### config.mk
export PLATFORM = sky130hd
export DESIGN_NAME = deadline_timer_queue
export DESIGN_NICKNAME = d
export VERILOG_FILES = /design/src/dtq_pkg.sv /design/src/dtq_ctrl.sv /design/src/dtq_dp.sv /design/src/deadline_timer_queue.sv
export SDC_FILE = /design/constraint.sdc
export NUM_CORES = 2
export LEC_CHECK = 0
export BUFFER_PORTS_ARGS = -buffer_cell sky130_fd_sc_hd__buf_2
export CORE_UTILIZATION = 35
export CTS_CLUSTER_SIZE = 12
export DETAILED_ROUTE_END_ITERATION = 8
export GPL_TIMING_DRIVEN = 0
export SLEW_MARGIN = 20
export SYNTH_ARGS = -nofsm -noshare
export SYNTH_HDL_FRONTEND = slang
export SYNTH_SLANG_ARGS = --single-unit
### constraint.sdc
create_clock -name clk -period 11.6 [get_ports clk]
set_input_delay 1.16 -clock clk [delete_from_list [all_inputs] [get_ports clk]]
set_output_delay 1.16 -clock clk [all_outputs]
set_load 0.02 [all_outputs]
### src/dtq_pkg.sv
// dtq_pkg: shared types and constants for the deadline timer queue
// holds operation and status codes, controller states and the command/status structs
// no dependencies
`default_nettype none

package dtq_pkg;

  localparam int CAPACITY_DEF   = 32;
  localparam int SLOTS_MAX      = 32;
  localparam logic [31:0] ROLLOVER_RESET = 32'd3600000;  // one hour in ms

  typedef enum logic [2:0] {
    FN_ADD     = 3'd0,
    FN_CANCEL  = 3'd1,
    FN_REFRESH = 3'd2,
    FN_RESET   = 3'd3,
    FN_POLL    = 3'd4
  } func_t;

  typedef enum logic [1:0] {
    ST_OK      = 2'd0,
    ST_INVALID = 2'd1,
    ST_FULL    = 2'd2,
    ST_NONE    = 2'd3
  } status_t;

  typedef enum logic [3:0] {
    S_IDLE,
    S_DISP,
    S_RMW,
    S_EXP,
    S_SEL,
    S_UPD,
    S_FIN,
    S_EMIT
  } state_t;

  typedef enum logic [1:0] {
    SCAN_EXP,
    SCAN_SEL,
    SCAN_FIN
  } scan_mode_t;

  // one table entry
  typedef struct packed {
    logic        flag;
    logic [31:0] per;
    logic [47:0] dl;
  } entry_t;

  // controller to datapath
  typedef struct packed {
    logic       load;
    logic       dispatch;
    logic       rmw;
    logic       scan_clr;
    logic       scan_en;
    scan_mode_t mode;
    logic       commit;
    logic       emit;
  } cmd_t;

  // datapath to controller
  typedef struct packed {
    logic [2:0] func;
    logic       valid;
    logic       empty;
    logic       scan_done;
    logic       found;
    logic       last;
  } stat_t;

endpackage

`default_nettype wire

### src/dtq_ctrl.sv
// dtq_ctrl: sequencer for the deadline timer queue
// steps each item through dispatch, table scans and result emission
// depends on dtq_pkg
`default_nettype none

module dtq_ctrl import dtq_pkg::*; (
  input  wire logic  clk,
  input  wire logic  rst,
  input  wire logic  start,
  output logic       busy,
  input  wire stat_t stat,
  output cmd_t       cmd
);

  state_t state, state_next;

  // state register
  always_ff @(posedge clk) begin
    if (rst) begin
      state <= S_IDLE;
    end else begin
      state <= state_next;
    end
  end

  // next state
  always_comb begin
    state_next = state;
    case (state)
      S_IDLE: begin
        if (start) state_next = S_DISP;
      end
      S_DISP: begin
        if ((stat.func == FN_REFRESH || stat.func == FN_RESET) && stat.valid) begin
          state_next = S_RMW;
        end else if (stat.func == FN_POLL && !stat.empty) begin
          state_next = S_EXP;
        end else begin
          state_next = S_FIN;
        end
      end
      S_RMW: state_next = S_FIN;
      S_EXP: begin
        if (stat.scan_done) state_next = S_SEL;
      end
      S_SEL: begin
        if (stat.scan_done) state_next = stat.found ? S_UPD : S_FIN;
      end
      S_UPD: state_next = S_SEL;
      S_FIN: begin
        if (stat.scan_done) state_next = S_EMIT;
      end
      S_EMIT: begin
        if (stat.last) state_next = S_IDLE;
      end
      default: state_next = S_IDLE;
    endcase
  end

  // outputs
  always_comb begin
    cmd  = '0;
    cmd.mode = SCAN_FIN;
    busy = (state != S_IDLE);
    case (state)
      S_IDLE: cmd.load = start;
      S_DISP: begin
        cmd.dispatch = 1'b1;
        cmd.scan_clr = 1'b1;
      end
      S_RMW: begin
        cmd.rmw      = 1'b1;
        cmd.scan_clr = 1'b1;
      end
      S_EXP: begin
        cmd.scan_en  = 1'b1;
        cmd.mode     = SCAN_EXP;
        cmd.scan_clr = stat.scan_done;
      end
      S_SEL: begin
        cmd.scan_en  = 1'b1;
        cmd.mode     = SCAN_SEL;
        cmd.scan_clr = stat.scan_done && !stat.found;
      end
      S_UPD: begin
        cmd.commit   = 1'b1;
        cmd.scan_clr = 1'b1;
      end
      S_FIN: begin
        cmd.scan_en = 1'b1;
        cmd.mode    = SCAN_FIN;
      end
      S_EMIT: cmd.emit = 1'b1;
      default: cmd = '0;
    endcase
  end

endmodule

`default_nettype wire

### src/dtq_dp.sv
// dtq_dp: datapath of the deadline timer queue
// slot table memory, valid bits, scan unit, expiry list and result fields
// depends on dtq_pkg
`default_nettype none

module dtq_dp import dtq_pkg::*; #(
  parameter int CAPACITY = CAPACITY_DEF
) (
  input  wire logic        clk,
  input  wire logic        rst,
  input  wire cmd_t        cmd,
  output stat_t            stat,
  input  wire logic [31:0] rollover_window,
  input  wire logic [2:0]  func,
  input  wire logic [4:0]  slot,
  input  wire logic [31:0] interval_ms,
  input  wire logic        recurring,
  input  wire logic        rebase_now,
  input  wire logic [47:0] now_ms,
  output logic             out_valid,
  output logic [1:0]       status,
  output logic [4:0]       slot_out,
  output logic             at_front,
  output logic             last,
  output logic [47:0]      next_deadline,
  output logic [5:0]       active_count
);

  localparam int NSLOTS = (CAPACITY < SLOTS_MAX) ? CAPACITY : SLOTS_MAX;
  localparam int IW     = $clog2(NSLOTS);

  function automatic logic [47:0] sat_add(input logic [47:0] a, input logic [47:0] b);
    logic [48:0] s;
    s = {1'b0, a} + {1'b0, b};
    return s[48] ? '1 : s[47:0];
  endfunction

  // latched item
  logic [2:0]  func_q;
  logic [4:0]  slot_q;
  logic [31:0] ms_q;
  logic        rec_q;
  logic        fnow_q;
  logic [47:0] now_q;

  logic [NSLOTS-1:0] active;
  logic [NSLOTS-1:0] expd;
  entry_t            mem [NSLOTS];
  entry_t            rdata;
  logic [47:0]       lpt;
  logic              roll;

  logic [IW:0]   scan_cnt;
  logic          rvalid;
  logic [IW-1:0] ridx;
  logic          found;
  logic [47:0]   best_dl;
  logic [IW-1:0] best_idx;
  logic [31:0]   best_per;
  logic          best_flag;
  logic [IW-1:0] min_idx;
  logic [IW:0]   cnt_act;

  logic [IW-1:0] list [NSLOTS];
  logic [IW:0]   n_q;
  logic [IW:0]   emit_idx;
  status_t       res_status;
  logic [IW-1:0] res_slot;
  logic          front_chk;

  logic [IW-1:0] sidx;
  logic          valid;
  logic          full;
  logic [IW-1:0] free_idx;
  logic          issuing;
  logic [IW-1:0] raddr;
  logic          we;
  logic [IW-1:0] waddr;
  entry_t        wdata;
  logic [47:0]   base;
  logic          poll_list;

  assign sidx  = slot_q[IW-1:0];
  assign valid = ({1'b0, slot_q} < 6'(NSLOTS)) && active[sidx];
  assign full  = &active;

  // lowest free slot
  always_comb begin
    free_idx = '0;
    for (int i = NSLOTS - 1; i >= 0; i--) begin
      if (!active[i]) free_idx = IW'(i);
    end
  end

  assign issuing = cmd.scan_en && (scan_cnt < (IW+1)'(NSLOTS));
  assign raddr   = cmd.scan_en ? scan_cnt[IW-1:0] : sidx;

  // old start for reset (or now_ms when rebase_now is set), clamped at zero
  always_comb begin
    if (fnow_q) begin
      base = now_q;
    end else if (rdata.dl >= {16'd0, rdata.per}) begin
      base = rdata.dl - {16'd0, rdata.per};
    end else begin
      base = '0;
    end
  end

  // write port select
  always_comb begin
    we    = 1'b0;
    waddr = sidx;
    wdata = rdata;
    if (cmd.dispatch && func_q == FN_ADD && !full) begin
      we    = 1'b1;
      waddr = free_idx;
      wdata = '{flag: rec_q, per: ms_q, dl: sat_add(now_q, {16'd0, ms_q})};
    end else if (cmd.rmw) begin
      we = 1'b1;
      if (func_q == FN_REFRESH) begin
        wdata.dl = sat_add(now_q, {16'd0, rdata.per});
      end else begin
        wdata.dl  = sat_add(base, {16'd0, ms_q});
        wdata.per = ms_q;
      end
    end else if (cmd.commit && best_flag) begin
      we    = 1'b1;
      waddr = best_idx;
      wdata = '{flag: 1'b1, per: best_per, dl: sat_add(now_q, {16'd0, best_per})};
    end
  end

  // slot table memory
  always_ff @(posedge clk) begin
    if (we) mem[waddr] <= wdata;
    rdata <= mem[raddr];
  end

  // item latch
  always_ff @(posedge clk) begin
    if (cmd.load) begin
      func_q <= func;
      slot_q <= slot;
      ms_q   <= interval_ms;
      rec_q  <= recurring;
      fnow_q <= rebase_now;
      now_q  <= now_ms;
    end
  end

  // valid bits and poll time
  always_ff @(posedge clk) begin
    if (rst) begin
      active <= '0;
      lpt    <= '0;
    end else begin
      if (cmd.dispatch) begin
        if (func_q == FN_ADD && !full) active[free_idx] <= 1'b1;
        if (func_q == FN_CANCEL && valid) active[sidx] <= 1'b0;
        if (func_q == FN_POLL && !full && active == '0) begin
          lpt <= lpt;
        end else if (func_q == FN_POLL) begin
          lpt <= now_q;
        end
      end
      if (cmd.commit && !best_flag) active[best_idx] <= 1'b0;
    end
  end

  // dispatch results and expiry list
  always_ff @(posedge clk) begin
    if (cmd.dispatch) begin
      n_q       <= '0;
      emit_idx  <= '0;
      front_chk <= 1'b0;
      res_slot  <= '0;
      roll      <= (now_q < lpt) && ((lpt - now_q) > {16'd0, rollover_window});
      case (func_q)
        FN_ADD: begin
          if (full) begin
            res_status <= ST_FULL;
          end else begin
            res_status <= ST_OK;
            res_slot   <= free_idx;
            front_chk  <= 1'b1;
          end
        end
        FN_CANCEL, FN_REFRESH, FN_RESET: begin
          res_status <= valid ? ST_OK : ST_INVALID;
          res_slot   <= sidx;
          front_chk  <= valid && (func_q == FN_RESET);
        end
        FN_POLL: res_status <= ST_NONE;
        default: res_status <= ST_INVALID;
      endcase
    end
    if (cmd.commit) begin
      list[n_q[IW-1:0]] <= best_idx;
      n_q               <= n_q + 1'b1;
    end
    if (cmd.emit) emit_idx <= emit_idx + 1'b1;
  end

  // scan unit, one slot per cycle
  always_ff @(posedge clk) begin
    if (rst) begin
      scan_cnt <= '0;
      rvalid   <= 1'b0;
      found    <= 1'b0;
      expd     <= '0;
    end else if (cmd.scan_clr) begin
      scan_cnt <= '0;
      rvalid   <= 1'b0;
      found    <= 1'b0;
      best_dl  <= '1;
      cnt_act  <= '0;
      if (cmd.commit) expd[best_idx] <= 1'b0;
    end else if (cmd.scan_en) begin
      rvalid <= issuing;
      if (issuing) begin
        scan_cnt <= scan_cnt + 1'b1;
        ridx     <= scan_cnt[IW-1:0];
      end
      if (rvalid) begin
        case (cmd.mode)
          SCAN_EXP: expd[ridx] <= active[ridx] && (roll || rdata.dl <= now_q);
          SCAN_SEL: begin
            if (expd[ridx] && (!found || rdata.dl < best_dl)) begin
              found     <= 1'b1;
              best_dl   <= rdata.dl;
              best_idx  <= ridx;
              best_per  <= rdata.per;
              best_flag <= rdata.flag;
            end
          end
          SCAN_FIN: begin
            if (active[ridx]) begin
              cnt_act <= cnt_act + 1'b1;
              if (!found || rdata.dl < best_dl) begin
                found   <= 1'b1;
                best_dl <= rdata.dl;
                min_idx <= ridx;
              end
            end
          end
          default: found <= found;
        endcase
      end
    end
  end

  // status to controller
  assign poll_list = (func_q == FN_POLL) && (n_q != '0);
  always_comb begin
    stat.func      = func_q;
    stat.valid     = valid;
    stat.empty     = (active == '0);
    stat.scan_done = (scan_cnt == (IW+1)'(NSLOTS)) && !rvalid;
    stat.found     = found;
    stat.last      = poll_list ? (emit_idx == n_q - 1'b1) : 1'b1;
  end

  // result ports, slot_out carries a slot only for add and for poll entries
  assign out_valid     = cmd.emit;
  assign status        = poll_list ? ST_OK : res_status;
  assign slot_out      = poll_list ? 5'(list[emit_idx[IW-1:0]]) :
                         (func_q == FN_ADD) ? 5'(res_slot) : 5'd0;
  assign at_front      = !poll_list && front_chk && (min_idx == res_slot);
  assign last          = stat.last;
  assign next_deadline = best_dl;
  assign active_count  = 6'(cnt_act);

`ifndef SYNTHESIS
  a_commit_found: assert property (@(posedge clk) disable iff (rst)
    cmd.commit |-> found) else $error("commit without a selected slot");
  a_count_range: assert property (@(posedge clk) disable iff (rst)
    cmd.emit |-> cnt_act <= (IW+1)'(NSLOTS)) else $error("active count out of range");
  a_list_range: assert property (@(posedge clk) disable iff (rst)
    cmd.emit && poll_list |-> emit_idx < n_q) else $error("emit past expiry list");
  a_rvalid_cnt: assert property (@(posedge clk) disable iff (rst)
    rvalid |-> scan_cnt != '0) else $error("scan data without a read");
`endif

endmodule

`default_nettype wire

### src/deadline_timer_queue.sv
// deadline_timer_queue: top level, config register and controller/datapath
// depends on dtq_pkg, dtq_ctrl, dtq_dp
//
// channel   direction  handshake                  payload
// item in   input      start & !busy              func slot interval_ms recurring
//                                                  rebase_now now_ms
// result    output     out_valid, one cycle each  status slot_out at_front last next_deadline
//                                                  active_count
// config    apb        psel penable pwrite pready rollover_window at byte address 0
//
// an item holds busy through dispatch, a closing scan of the table and one emit per result,
// plus a read-modify-write step for refresh or reset of an active slot; a poll of a non-empty
// table adds an expiry scan, a pick scan and an update per expired slot and a closing pick,
// since each pick rescans the table through the single memory read port
// reset is synchronous and clears the valid bits, the poll time and the register
// results leave one per cycle and cannot be held off
`default_nettype none

module deadline_timer_queue import dtq_pkg::*; #(
  parameter int CAPACITY = CAPACITY_DEF
) (
  input  wire logic        clk,
  input  wire logic        rst,
  input  wire logic        start,
  output logic             busy,
  input  wire logic [2:0]  func,
  input  wire logic [4:0]  slot,
  input  wire logic [31:0] interval_ms,
  input  wire logic        recurring,
  input  wire logic        rebase_now,
  input  wire logic [47:0] now_ms,
  output logic             out_valid,
  output logic [1:0]       status,
  output logic [4:0]       slot_out,
  output logic             at_front,
  output logic             last,
  output logic [47:0]      next_deadline,
  output logic [5:0]       active_count,
  input  wire logic        psel,
  input  wire logic        penable,
  input  wire logic        pwrite,
  input  wire logic [2:0]  paddr,
  input  wire logic [31:0] pwdata,
  output logic [31:0]      prdata,
  output logic             pready
);

  logic [31:0] rollover_window;
  cmd_t        cmd;
  stat_t       stat;

  // config register
  assign pready = 1'b1;
  always_ff @(posedge clk) begin
    if (rst) begin
      rollover_window <= ROLLOVER_RESET;
    end else if (psel && penable && pwrite && !paddr[2]) begin
      rollover_window <= pwdata;
    end
  end
  assign prdata = paddr[2] ? 32'd0 : rollover_window;

  dtq_ctrl u_ctrl (
    .clk   (clk),
    .rst   (rst),
    .start (start),
    .busy  (busy),
    .stat  (stat),
    .cmd   (cmd)
  );

  dtq_dp #(.CAPACITY(CAPACITY)) u_dp (
    .clk             (clk),
    .rst             (rst),
    .cmd             (cmd),
    .stat            (stat),
    .rollover_window (rollover_window),
    .func            (func),
    .slot            (slot),
    .interval_ms     (interval_ms),
    .recurring       (recurring),
    .rebase_now      (rebase_now),
    .now_ms          (now_ms),
    .out_valid       (out_valid),
    .status          (status),
    .slot_out        (slot_out),
    .at_front        (at_front),
    .last            (last),
    .next_deadline   (next_deadline),
    .active_count    (active_count)
  );

endmodule

`default_nettype wire

==> metrics.md <==
| Metric | Value |
|---|---|
| Die Span Y | roughly 640 um |
| Post-cts sizing count | 0 |
| Worst Path Required | 12.34 ns |
| TritonRoute pass-1 iters | 8 |
| Share of cells above drive strength 1 | between 20% and 30% |
| Number of global-route vias before repair | between 80000 and 90000 |
| Htree depth | 5 |
| Highest Signal Layer | met5 |
| Port Buffers | around 220 |
| Initial antenna violation count | 36 |
| Dpl hpwl | between 300000 and 400000 um |
| Largest net degree at the start of global routing | 50 |
| Largest cells by area after synthesis | edfxtp_1 63%, mux4_2 12%, dfxtp_1 3.4%, ha_1 3.0%, a21oi_1 1.6% |
| Wirelength per Cell | 30.3 um |
| Number of buffers created by CTS | around 340 |
| EDFF count, synth | 2965 |
| Clk sinks | between 3000 and 4000 |
| Worst slew margin | between 10 and 15% |
| Final setup violating endpoints | 0 |
| Main combinational cell family by area after synthesis | multiplexers |
| Mapped Cells | around 9000 |
| Sequential power share | 35.6% |
| Synth area leader | edfxtp_1 |
| Post-synthesis instance area | around 140000 um^2 |
| Met1 WL | about 190000 um |
| Synth Register Bits | between 3000 and 4000 |
| First-pass GRT wire length | 655000 um |
| Hold_buf cts | 0 |
| Synth Flop Type | edfxtp_1 |
| Clk root buf | clkbuf_16 |
| Post-synthesis simple-gate area fraction | approximately 5.3% |
| WL met3 | between 40000 and 50000 um |
| CTS Buffer Depth | 4 |
| TNS Setup | 0 ns |
| Crit path kind | reg -> reg |
| Final hold slack | roughly 0.38 ns |
| Max Clk Rate | 91.3 MHz |
| Post-synthesis sequential area ratio | ~66% |
| Final slew viol count | 0 |
| Top cell type's share of synthesized area | between 60% and 70% |
| Most frequent cell after synthesis | edfxtp_1 |
| Syn Area/Cell | 16.0 um^2 |
| Worst slew pin tran | 1.27 ns |
| Die Width | roughly 640 um |
| Combinational Power Share | a little over two fifths |
| CP startpoint | u_dp.rdata[48] |
| Lkg Pwr | 0.0565 uW |
| Unrepaired setup endpoints after global routing | false |
| Mux cell area share after synthesis | between 10% and 20% |
| Final period utilization | between 90% and 100% |
| Clock Latency Late Sink | 0.99 ns |
| Peak VDD IR | ~0.17 mV |
| Critical Path Fanout Max | 20 |
| Clk_skew | approximately 0.095 ns |
| Complex-gate fraction of the synthesized area | approximately 7.5% |
| Cell-internal power | around 29000 uW |
| Wire length on met2 | 219000 um |
| Max-cap violations | 0 |
| Post-CTS setup buffers | 0 |
| Post-Route WL | approximately 470000 um |
| Fin util | around two fifths |
| Area Growth Syn to Fin | 18.0% |
| Worst Hold Class | in -> reg |
| Switching Fraction | between 30% and 40% |
| Async SR Flop Fraction | 0% |
| Synth Area in Adders | approximately 3.1% |
| Yosys cell types | between 90 and 100 |
| CTS clk-pin slew, worst paths | roughly 0.06 ns |
| Synth warn | 0 |
| Post-Synth XOR/XNOR Area | 1.55% |
| Worst Min Path Start | now_ms[35] |
| Layout net count | approximately 10000 |
| Cell Rows | approximately 230 |
| Reg2reg start | u_dp.rdata[48] |
| Core area | around 400000 um^2 |
| GPL Wtd Cong | around 0.94 |
| CP Launch Type | flop |
| Via Count | just under 90000 |
| Tmin final | between 10 and 15 ns |
| Clock group share of total power | between 20% and 30% |
| CP arrival | approximately 12 ns |
| Post-Syn Nets | roughly 9300 |
| Total GRT Usage | 22.5% |
| Io pins | ~230 |
| Psw | roughly 19000 uW |
| Final hold vios | 0 |
| Antenna Violating Nets Remaining | 0 |
| Die ar. | 406000 um^2 |
| Drc violations | 0 |
| Crit path capture type | flop |
| PwrDens | 285 nW/um^2 |
| Outcome | finished, final reports clean |
| Vias/cell | about 5.7 |
| Starting Density | approximately a third |
| Iter 0 DRT Violations | roughly 11000 |
| Synth top cells by count | 2965 x edfxtp_1, 725 x mux4_2, 503 x nand2_1 |
| CTS tree | yes |
| GRT overflow | 0 |
==> layout by cell type (no fill, tap or decap), drive strengths merged, types with 178 or more instances in the layout <==
| master | count |
|---|---|
| edfxtp | 2965 |
| buf | 895 |
| clkbuf | 825 |
| mux4 | 725 |
| nand2 | 503 |
| nor2 | 460 |
| a21oi | 458 |
| ha | 343 |
| o21ai | 339 |
| inv | 268 |
| dfxtp | 241 |
| mux2i | 178 |
==> power groups by stage <==
| stage | logic [uW] | clock network, uW | registers (uW) |
|---|---|---|---|
| finish | 20200 | 10400 | 16900 |
| global route | 21400 | 10900 | 16900 |
| CTS | 20100 | 10500 | 16800 |
| detailed placement | 20000 | 0 | 17100 |
| global placement | 17800 | 0 | 17600 |
| floorplan | 11300 | 0 | 16500 |
==> worst max-delay path, stage by stage, from the launching register on <==
cell and delay, ns:
dfxtp_1 0.71, ha_1 0.28, inv_1 0.05, fa_1 0.44, a211o_1 0.39, a2111oi_4 0.37, o211ai_2 0.32, a211oi_1 0.48
a21o_1 0.35, clkbuf_1 0.79, buf_1 0.44, o22ai_1 0.24, ha_1 0.42, and3_1 0.23, a221o_1 0.19, a221oi_1 0.19
a211o_1 0.41, o22ai_1 0.38, a211oi_1 0.20, o21ai_1 0.48, o211ai_1 0.24, or2_1 0.28, buf_6 0.13, o41ai_4 1.07
buf_6 0.29, o221ai_1 0.19, a22oi_2 0.75, buf_6 0.29
==> cell families after synthesis <==
logic type	Yosys count
AO/OA/AOI/OAI	1638
XOR/XNOR	250
adder cells (fa/ha/maj)	349
buffers and inverters	718
flip-flops	3206
multiplexers	1066
other	1
AND/OR/NAND/NOR	1611
==> worst paths after layout <==
check | to | slack (ns) | cells after the start
hold / removal | u_dp.now_q[35] | 0.38 | 1
setup / recovery | u_dp.mem[3][7] | 0.65 | 27
hold reg to reg | rollover_window[24] | 0.46 | 2
setup reg to reg | u_dp.mem[3][7] | 0.65 | 27
==> per-stage QoR <==
step	power (uW)	cell area, um^2	instances	setup slack [ns]
6_report	47500	167000	15500	0.649
4_1_cts	47400	167000	15500	0.880
3_5_place_dp	37000	156000	14900	0.999
3_3_place_gp	35400	149000	14300	-6.41
2_1_floorplan	27900	141000	8839	3.08
5_1_grt	49200	167000	15500	0.383
==> metal layers <==
layer  global-route usage, %  up-vias
met5                       0        -
met4                    8.80       10
met1                    30.2    46000
li1                        -    37500
met2                    36.4     4542
met3                    3.99      773
==> final cells by class <==
class                      count  area, um^2
fill                       35800      236000
sequential                  3206       93900
multi-input combinational   4915       45900
clock buffer                 479        9340
timing repair buffer         781        7100
tap                         5287        6620
buffer                       460        1850
clock inverter               107        1090
inverter                     258         968
antenna                       11        27.5
==> registers in the layout (all words and copies together) (netlist names), 3 cells and up, named ones only <==
register and flops:
u_ctrl.state 3, u_dp.expd 32, u_dp.best_per 32, u_dp.min_idx 5
u_dp.ridx 5, u_dp.list 160, u_dp.emit_idx 6, u_dp.res_slot 5
u_dp.scan_cnt 6, u_dp.sidx 5, u_dp.lpt 48, u_dp.rdata 81
u_dp.active_count 6, u_dp.mem 2592, u_dp.now_q 48, u_dp.ms_q 32
u_dp.func_q 3, rollover_window 32, u_dp.n_q 6, u_dp.best_idx 5
u_dp.active 32, u_dp.next_deadline 48
(Power assumes the default switching activity.)
